==> config.mk <==
export PLATFORM = sky130hd
export DESIGN_NAME = weighted_circular_peak_max
export DESIGN_NICKNAME = d
export VERILOG_FILES = /design/src/sv/wcpm_pkg.sv /design/src/sv/weighted_circular_peak_max.sv /design/src/sv/wcpm_front.sv /design/src/sv/wcpm_track.sv
export SDC_FILE = /design/constraint.sdc
export NUM_CORES = 1
export LEC_CHECK = 0
export ABC_AREA = 1
export BUFFER_PORTS_ARGS = -buffer_cell sky130_fd_sc_hd__buf_2
export CAP_MARGIN = 0
export CORE_MARGIN = 2
export CORE_UTILIZATION = 58
export DETAILED_ROUTE_END_ITERATION = 10
export MAX_ROUTING_LAYER = met4
export PLACE_DENSITY = 0.71
export SLEW_MARGIN = 20
export SYNTH_ARGS = -nofsm -noshare
export SYNTH_HDL_FRONTEND = slang
export SYNTH_SLANG_ARGS = --single-unit
==> constraint.sdc <==
create_clock -name clk -period 8.35 [get_ports clk]
set_input_delay 0.835 -clock clk [delete_from_list [all_inputs] [get_ports clk]]
set_output_delay 0.835 -clock clk [all_outputs]
set_load 0.02 [all_outputs]
==> src/sv/wcpm_pkg.sv <==
// Shared types and constants for the weighted circular peak detector.
// Used by wcpm_front, wcpm_track and weighted_circular_peak_max.
package wcpm_pkg;

  // Frame length limit; the word at index MAX_BINS-1 always closes a frame.
  localparam int MAX_BINS = 4096;
  localparam int CNT_W    = (MAX_BINS > 2) ? $clog2(MAX_BINS) : 1;

  localparam int SAMPLE_W = 16;
  localparam int WEIGHT_W = 16;
  localparam int PROD_W   = SAMPLE_W + WEIGHT_W;
  localparam int THR_W    = 32;
  localparam int INDEX_W  = 12;

  // One bin after the multiply stage.
  typedef struct packed {
    logic [SAMPLE_W-1:0] sample;
    logic [PROD_W-1:0]   product;
    logic                last;
  } wcpm_bin_t;

  // Frame result handed from the tracker to the output register.
  typedef struct packed {
    logic                found;
    logic [INDEX_W-1:0]  index;
    logic [SAMPLE_W-1:0] value;
  } wcpm_result_t;

endpackage

==> src/sv/weighted_circular_peak_max.sv <==
// Weighted circular spectral peak detector. Takes one bin word per cycle
// when not stalled (sample, Q1.15 weight, last) and after the closing word
// of a frame gives one result word: found, peak index and raw magnitude.
// The closing word passes from the input register to the multiply
// register, and the tracker then loads the output register from it.
// Words flow at one per cycle; the pipeline stalls only when a closing
// word meets a result word not yet taken. The user must write the
// threshold through cfg_we and cfg_wdata only while the block is idle;
// the block itself does not enforce this. A frame closes at the word
// marked last or at bin index MAX_BINS-1 (wcpm_pkg).
// Depends on wcpm_pkg, wcpm_front and wcpm_track.
module weighted_circular_peak_max (
  input  logic                          clk,
  input  logic                          rst,
  input  logic                          cfg_we,
  input  logic [wcpm_pkg::THR_W-1:0]    cfg_wdata,
  input  logic                          in_valid,
  output logic                          in_ready,
  input  logic [wcpm_pkg::SAMPLE_W-1:0] sample,
  input  logic [wcpm_pkg::WEIGHT_W-1:0] weight,
  input  logic                          last,
  output logic                          out_valid,
  input  logic                          out_ready,
  output logic                          found,
  output logic [wcpm_pkg::INDEX_W-1:0]  peak_index,
  output logic [wcpm_pkg::SAMPLE_W-1:0] peak_value
);

  logic [wcpm_pkg::THR_W-1:0] threshold;
  logic                       bin_valid;
  wcpm_pkg::wcpm_bin_t        bin;
  logic                       take;
  logic                       emit;
  logic                       out_free;
  wcpm_pkg::wcpm_result_t     result;

  assign out_free = !out_valid || out_ready;

  // Threshold register
  always_ff @(posedge clk) begin
    if (rst) begin
      threshold <= '0;
    end else if (cfg_we) begin
      threshold <= cfg_wdata;
    end
  end

  wcpm_front u_front (
    .clk       (clk),
    .rst       (rst),
    .in_valid  (in_valid),
    .in_ready  (in_ready),
    .sample    (sample),
    .weight    (weight),
    .last      (last),
    .take      (take),
    .bin_valid (bin_valid),
    .bin       (bin)
  );

  wcpm_track u_track (
    .clk       (clk),
    .rst       (rst),
    .bin_valid (bin_valid),
    .bin       (bin),
    .threshold (threshold),
    .out_free  (out_free),
    .take      (take),
    .emit      (emit),
    .result    (result)
  );

  // Output register
  always_ff @(posedge clk) begin
    if (rst) begin
      out_valid <= 1'b0;
    end else if (emit) begin
      out_valid <= 1'b1;
    end else if (out_ready) begin
      out_valid <= 1'b0;
    end
  end

  always_ff @(posedge clk) begin
    if (emit) begin
      found      <= result.found;
      peak_index <= result.index;
      peak_value <= result.value;
    end
  end

endmodule

==> src/sv/wcpm_front.sv <==
// Input register and multiply stage of the peak detector.
// Depends on wcpm_pkg for widths and the wcpm_bin_t word type.
module wcpm_front (
  input  logic                          clk,
  input  logic                          rst,
  input  logic                          in_valid,
  output logic                          in_ready,
  input  logic [wcpm_pkg::SAMPLE_W-1:0] sample,
  input  logic [wcpm_pkg::WEIGHT_W-1:0] weight,
  input  logic                          last,
  input  logic                          take,
  output logic                          bin_valid,
  output wcpm_pkg::wcpm_bin_t           bin
);

  logic                          i_valid;
  logic [wcpm_pkg::SAMPLE_W-1:0] i_sample;
  logic [wcpm_pkg::WEIGHT_W-1:0] i_weight;
  logic                          i_last;
  logic                          p_load;
  logic                          in_accept;
  logic [wcpm_pkg::PROD_W-1:0]   product;

  // Each stage moves when the one after it is empty or draining.
  assign p_load    = !bin_valid || take;
  assign in_ready  = !i_valid || p_load;
  assign in_accept = in_valid && in_ready;

  // Exact Q17.15 product, registered before any compare.
  assign product = wcpm_pkg::PROD_W'(i_sample) * wcpm_pkg::PROD_W'(i_weight);

  // Valid bits
  always_ff @(posedge clk) begin
    if (rst) begin
      i_valid   <= 1'b0;
      bin_valid <= 1'b0;
    end else begin
      if (in_accept) begin
        i_valid <= 1'b1;
      end else if (p_load) begin
        i_valid <= 1'b0;
      end
      if (p_load) begin
        bin_valid <= i_valid;
      end
    end
  end

  // Payload registers
  always_ff @(posedge clk) begin
    if (in_accept) begin
      i_sample <= sample;
      i_weight <= weight;
      i_last   <= last;
    end
    if (p_load && i_valid) begin
      bin.sample  <= i_sample;
      bin.product <= product;
      bin.last    <= i_last;
    end
  end

endmodule

==> src/sv/wcpm_track.sv <==
// Frame tracker: neighbor history, running best peak and close-of-frame pick.
// Depends on wcpm_pkg for widths, wcpm_bin_t and wcpm_result_t.
module wcpm_track (
  input  logic                          clk,
  input  logic                          rst,
  input  logic                          bin_valid,
  input  wcpm_pkg::wcpm_bin_t           bin,
  input  logic [wcpm_pkg::THR_W-1:0]    threshold,
  input  logic                          out_free,
  output logic                          take,
  output logic                          emit,
  output wcpm_pkg::wcpm_result_t        result
);

  typedef enum logic [2:0] {
    SRC_NONE,
    SRC_FIRST,
    SRC_MID,
    SRC_BEST,
    SRC_LAST
  } src_t;

  // Frame state
  logic [wcpm_pkg::CNT_W-1:0]    bin_count;
  logic [wcpm_pkg::SAMPLE_W-1:0] first_sample;
  logic [wcpm_pkg::PROD_W-1:0]   first_product;
  logic [wcpm_pkg::SAMPLE_W-1:0] second_sample;
  logic [wcpm_pkg::SAMPLE_W-1:0] prev_sample;
  logic [wcpm_pkg::PROD_W-1:0]   prev_product;
  logic [wcpm_pkg::SAMPLE_W-1:0] before_prev_sample;
  logic                          best_valid;
  logic [wcpm_pkg::PROD_W-1:0]   best_product;
  logic [wcpm_pkg::CNT_W-1:0]    best_index;
  logic [wcpm_pkg::SAMPLE_W-1:0] best_sample;

  logic [wcpm_pkg::PROD_W-1:0]   thr;
  logic [wcpm_pkg::SAMPLE_W-1:0] s;
  logic [wcpm_pkg::PROD_W-1:0]   p;
  logic [wcpm_pkg::SAMPLE_W-1:0] second_eff;
  logic                          idx_ge1;
  logic                          idx_ge2;
  logic                          closing;
  logic                          gt_mb, gt_mt, gt_ft, gt_bf, gt_mf;
  logic                          gt_lt, gt_lf, gt_lb, gt_lm;
  logic                          mid_win;
  logic                          nb_valid;
  logic                          nb_gt_f;
  logic                          first_ok;
  logic                          use_nb;
  logic                          last_gt;
  logic                          last_ok;
  src_t                          src;

  assign thr = wcpm_pkg::PROD_W'(threshold);
  assign s   = bin.sample;
  assign p   = bin.product;

  assign idx_ge1 = (bin_count != '0);
  assign idx_ge2 = (bin_count > wcpm_pkg::CNT_W'(1));
  assign closing = bin.last || (bin_count == wcpm_pkg::CNT_W'(wcpm_pkg::MAX_BINS - 1));
  // In a two-bin frame bin 1 is the word now arriving.
  assign second_eff = (bin_count == wcpm_pkg::CNT_W'(1)) ? s : second_sample;

  // A closing word needs a free output register; other words always drain.
  assign take = bin_valid && (!closing || out_free);
  assign emit = take && closing;

  // All product compares in parallel; the selection below only muxes flags.
  assign gt_mb = prev_product  > best_product;
  assign gt_mt = prev_product  > thr;
  assign gt_ft = first_product > thr;
  assign gt_bf = best_product  > first_product;
  assign gt_mf = prev_product  > first_product;
  assign gt_lt = p > thr;
  assign gt_lf = p > first_product;
  assign gt_lb = p > best_product;
  assign gt_lm = p > prev_product;

  // Middle bin (index-1) is decided now that its right neighbor is here.
  assign mid_win = idx_ge2 && (prev_sample >= before_prev_sample) && (prev_sample >= s)
                   && (best_valid ? gt_mb : gt_mt);
  assign nb_valid = best_valid || mid_win;
  assign nb_gt_f  = mid_win ? gt_mf : gt_bf;

  // Bin 0 wraps to the last bin; earlier bins win ties.
  assign first_ok = (first_sample >= s) && (first_sample >= second_eff) && gt_ft;
  assign use_nb   = nb_valid && (!first_ok || nb_gt_f);
  always_comb begin
    if (use_nb) begin
      last_gt = mid_win ? gt_lm : gt_lb;
    end else if (first_ok) begin
      last_gt = gt_lf;
    end else begin
      last_gt = gt_lt;
    end
  end
  assign last_ok = (s >= prev_sample) && (s >= first_sample) && last_gt;

  // Winner of the closing frame
  always_comb begin
    priority if (!idx_ge1) begin
      src = SRC_NONE;
    end else if (last_ok) begin
      src = SRC_LAST;
    end else if (use_nb) begin
      src = mid_win ? SRC_MID : SRC_BEST;
    end else if (first_ok) begin
      src = SRC_FIRST;
    end else begin
      src = SRC_NONE;
    end
  end

  always_comb begin
    unique case (src)
      SRC_FIRST: begin
        result = '{found: 1'b1, index: '0, value: first_sample};
      end
      SRC_MID: begin
        result = '{found: 1'b1,
                   index: wcpm_pkg::INDEX_W'(bin_count - wcpm_pkg::CNT_W'(1)),
                   value: prev_sample};
      end
      SRC_BEST: begin
        result = '{found: 1'b1, index: wcpm_pkg::INDEX_W'(best_index), value: best_sample};
      end
      SRC_LAST: begin
        result = '{found: 1'b1, index: wcpm_pkg::INDEX_W'(bin_count), value: s};
      end
      default: begin
        result = '{found: 1'b0, index: '0, value: '0};
      end
    endcase
  end

  // Control state
  always_ff @(posedge clk) begin
    if (rst) begin
      bin_count  <= '0;
      best_valid <= 1'b0;
    end else if (take) begin
      if (closing) begin
        bin_count  <= '0;
        best_valid <= 1'b0;
      end else begin
        bin_count  <= bin_count + wcpm_pkg::CNT_W'(1);
        best_valid <= nb_valid;
      end
    end
  end

  // History and best-peak payload
  always_ff @(posedge clk) begin
    if (take && !closing) begin
      if (!idx_ge1) begin
        first_sample  <= s;
        first_product <= p;
      end
      if (bin_count == wcpm_pkg::CNT_W'(1)) begin
        second_sample <= s;
      end
      if (mid_win) begin
        best_product <= prev_product;
        best_index   <= bin_count - wcpm_pkg::CNT_W'(1);
        best_sample  <= prev_sample;
      end
      before_prev_sample <= prev_sample;
      prev_sample        <= s;
      prev_product       <= p;
    end
  end

endmodule

==> results by group <==
Floorplan
  – Initial Utilization: between 50% and 60%
  – Number of primary I/O pins: 101
  – Die span in y: about 230 um
  – Core Rows: 83
  – Core area: around 0.051 mm^2
  – Die X: ~230 um
  – Die Area: between 0.05 and 0.06 mm^2

Worst setup path
  – CP Data Required Time: 8.68 ns
  – Crit path max fanout: 17
  – Type of the worst setup path: register to register
  – Startpoint Class: register
  – CP Capture Type: register
  – Crit path DAT: ~7 ns

Synthesis
  – Syn nets: about 4,000
  – Warnings from Yosys: 0
  – Synth cell types: 55
  – FFs w/ async S/R, synth: 0%
  – FF+latch count, synth: between 300 and 400
  – Post-Synthesis Cell Area: around 0.030 mm^2
  – Top_reg_cell synth: edfxtp_1
  – Post-synth EDFFs: around 300
  – Mean Syn Cell Area: 9.09 um^2
  – Synth Instances: ~3,300
  – Register area share after synthesis: 33.3%

Clock tree
  – CTS Buf Count: around 40
  – Clk_lat worst skew: just under 0.6 ns
  – Cts repair resizes: 0
  – Clk root buf: clkbuf_16
  – Post-CTS Setup Inserts: 0
  – CTS sink count: ~350
  – Hold buffer count at CTS: 0
  – CTS tree: yes
  – Clock transition at path regs: ~0.060 ns
  – CTS max path bufs: 3
  – Htree depth: 2

GRT
  – First-pass GRT wire length: 117,000 um
  – Gr usage total: roughly 29%
  – Largest net degree at the start of global routing: between 60 and 70
  – Overflow after GRT: 0
  – Initial antenna violation count: 0
  – Number of global-route vias before repair: ~23,000

Place
  – DP Wirelength: around 56,000 um
  – Buffers on Ports: 100
  – GPL Wtd Cong: between 0.9 and 1
  – DP Worst Slack: 1.97 ns

Timing
  – Worst Skew: about 0.021 ns
  – Achievable Freq: between 150 and 200 MHz
  – Max_slew headroom: roughly a third
  – Fin. max-slew vios: 0
  – Total negative slack: 0 ns
  – Min cycle time layout: between 6 and 7 ns
  – Hold Vio Cnt, Final: 0
  – Final worst setup slack: 1.88 ns
  – RSZ-0062 raised after global routing: no
  – Least-Margin Pin Slew: about 1 ns
  – Crit share post-route: between 70 and 80%
  – # setup viols final: 0
  – Hold WS: ~0.43 ns

Final layout
  – Diode count: 0
  – Area added between synthesis and finish: 7.98%
  – Nets: 4,067
  – Final core utilization: around 63%
  – Ratio of cells with drive above 1 in the final layout: 7.62%

Route
  – Drt pass-1 iters: 5
  – Vias per inst: 5.44
  – Routed WL per cell: roughly 18 um
  – Final wirelength: between 70,000 and 80,000 um
  – Number of remaining DRC errors: 0
  – Antenna-violating nets left: 0
  – Initial DRC count: about 1,800
  – Vias: about 22,000

Power
  – Leak Pwr: ~0.016 uW
  – Power, Total: between 10,000 and 15,000 uW
  – Pwr dens: 359 mW/mm^2
  – Max VDD drop: 466 uV

Min path
  – Worst Hold Class: register to register

Run
  – Max Cap Violations: 0

Outcome
  – Status: finished, final reports clean
[routing by layer]
layer	track usage (%)	vias to the layer above	part of all wire, %
li1	-	10700	-
met2	45.7	667	47
met3	3.38	157	5.4
met4	9.98	0	3.5
met5	-	-	0
met1	38.0	10500	44
[layout make-up]
type	instances	area [um^2]
Fill cell	4211	18800
Sequential cell	347	9940
Clock buffer	49	1090
Clock inverter	25	332
Multi-Input combinational cell	2151	16900
Tap cell	680	851
Inverter	693	2610
Timing Repair Buffer	109	568
[worst paths after layout]
kind / startpoint / to / cells after the start / slack (ns)
worst min-delay path: u_front.i_last / u_front.bin[0] / 0 / 0.43
worst min register to register: u_front.i_last / u_front.bin[0] / 0 / 0.43
worst max register to register: u_front.i_sample[4] / u_front.bin[32] / 21 / 1.88
worst max-delay path: u_front.i_sample[4] / u_front.bin[32] / 21 / 1.88
[power by group]
| part | internal [uW] | switching (uW) |
|---|---|---|
| logic | 2720 | 4280 |
| clock network | 1150 | 753 |
| registers | 2390 | 279 |
[worst max-delay path, stage by stage (launching register included)]
cell	delay (ns)
edfxtp_1	0.92
nand2_1	0.13
inv_1	0.11
fa_1	0.41
fa_1	0.54
fa_1	0.52
fa_1	0.52
fa_1	0.59
inv_1	0.08
fa_1	0.53
inv_1	0.04
ha_1	0.34
nand2_1	0.12
nor4_1	0.37
nand2_1	0.09
o211ai_1	0.37
nand2_1	0.09
nand2_1	0.11
a21oi_1	0.07
nor2_1	0.08
nor2_1	0.05
xnor2_1	0.11
[cells in the mapped netlist (11+ instances only)]
| cell | number | share of area (%) |
|---|---|---|
| inv_1 | 688 | 8.6 |
| nand2_1 | 682 | 8.6 |
| ha_1 | 460 | 19 |
| edfxtp_1 | 299 | 30 |
| a21oi_1 | 239 | 4.0 |
| fa_1 | 194 | 13 |
| nor2_1 | 132 | 1.7 |
| o21ai_0 | 119 | 2.0 |
| clkbuf_1 | 81 | 1.0 |
| nand3_1 | 81 | 1.4 |
| dfxtp_1 | 48 | 3.2 |
| nand3_2 | 35 | 1.2 |
| nand4_1 | 30 | 0.63 |
| xor2_1 | 26 | 0.76 |
| o21a_1 | 22 | 0.55 |
| nor3_1 | 18 | 0.30 |
| nand2_2 | 16 | 0.33 |
| xnor2_1 | 11 | 0.32 |
[state kept, by name, indices dropped and copies added, names as in the netlist, 16 cells and up]
register / cells
u_track.best_product: 32
u_front.i_sample: 16
u_track.first_sample: 16
u_track.before_prev_sample: 16
threshold: 32
peak_value: 16
u_track.prev_sample: 16
u_front.bin: 49
u_track.prev_product: 32
u_track.best_sample: 16
u_track.first_product: 32
u_front.i_weight: 16
u_track.second_sample: 16
[metrics by stage]
step | instance area [um^2] | cells
after global placement | 30900 | 3980
after floorplan | 29900 | 3289
after detailed placement | 30900 | 3980
after global routing | 32300 | 4054
after CTS | 32300 | 4054
final | 32300 | 4054
[cells in the final DEF, fill, tap and decap left out, types with 42 or more instances in the layout]
master	netlist	layout
clkbuf_16	0	42
edfxtp_1	299	299
nand3_1	81	81
a21oi_1	239	239
nand2_1	682	682
buf_2	4	100
dfxtp_1	48	48
o21ai_0	119	119
fa_1	194	194
ha_1	460	460
inv_1	688	687
nor2_1	132	129
[cell families (layout without fill, tap and decap cells)]
group / after synthesis / count (layout) / synth area share [%]
flip-flops: 347 / 347 / 33.3
AO/OA/AOI/OAI: 426 / 426 / 7.72
adder cells (fa/ha/maj): 654 / 654 / 32.3
buffers and inverters: 791 / 876 / 10.3
AND/OR/NAND/NOR: 1033 / 1033 / 15.3
multiplexers: 1 / 1 / 0.0335
XOR/XNOR: 37 / 37 / 1.08
No activity file was read; power rests on OpenSTA's default activity.
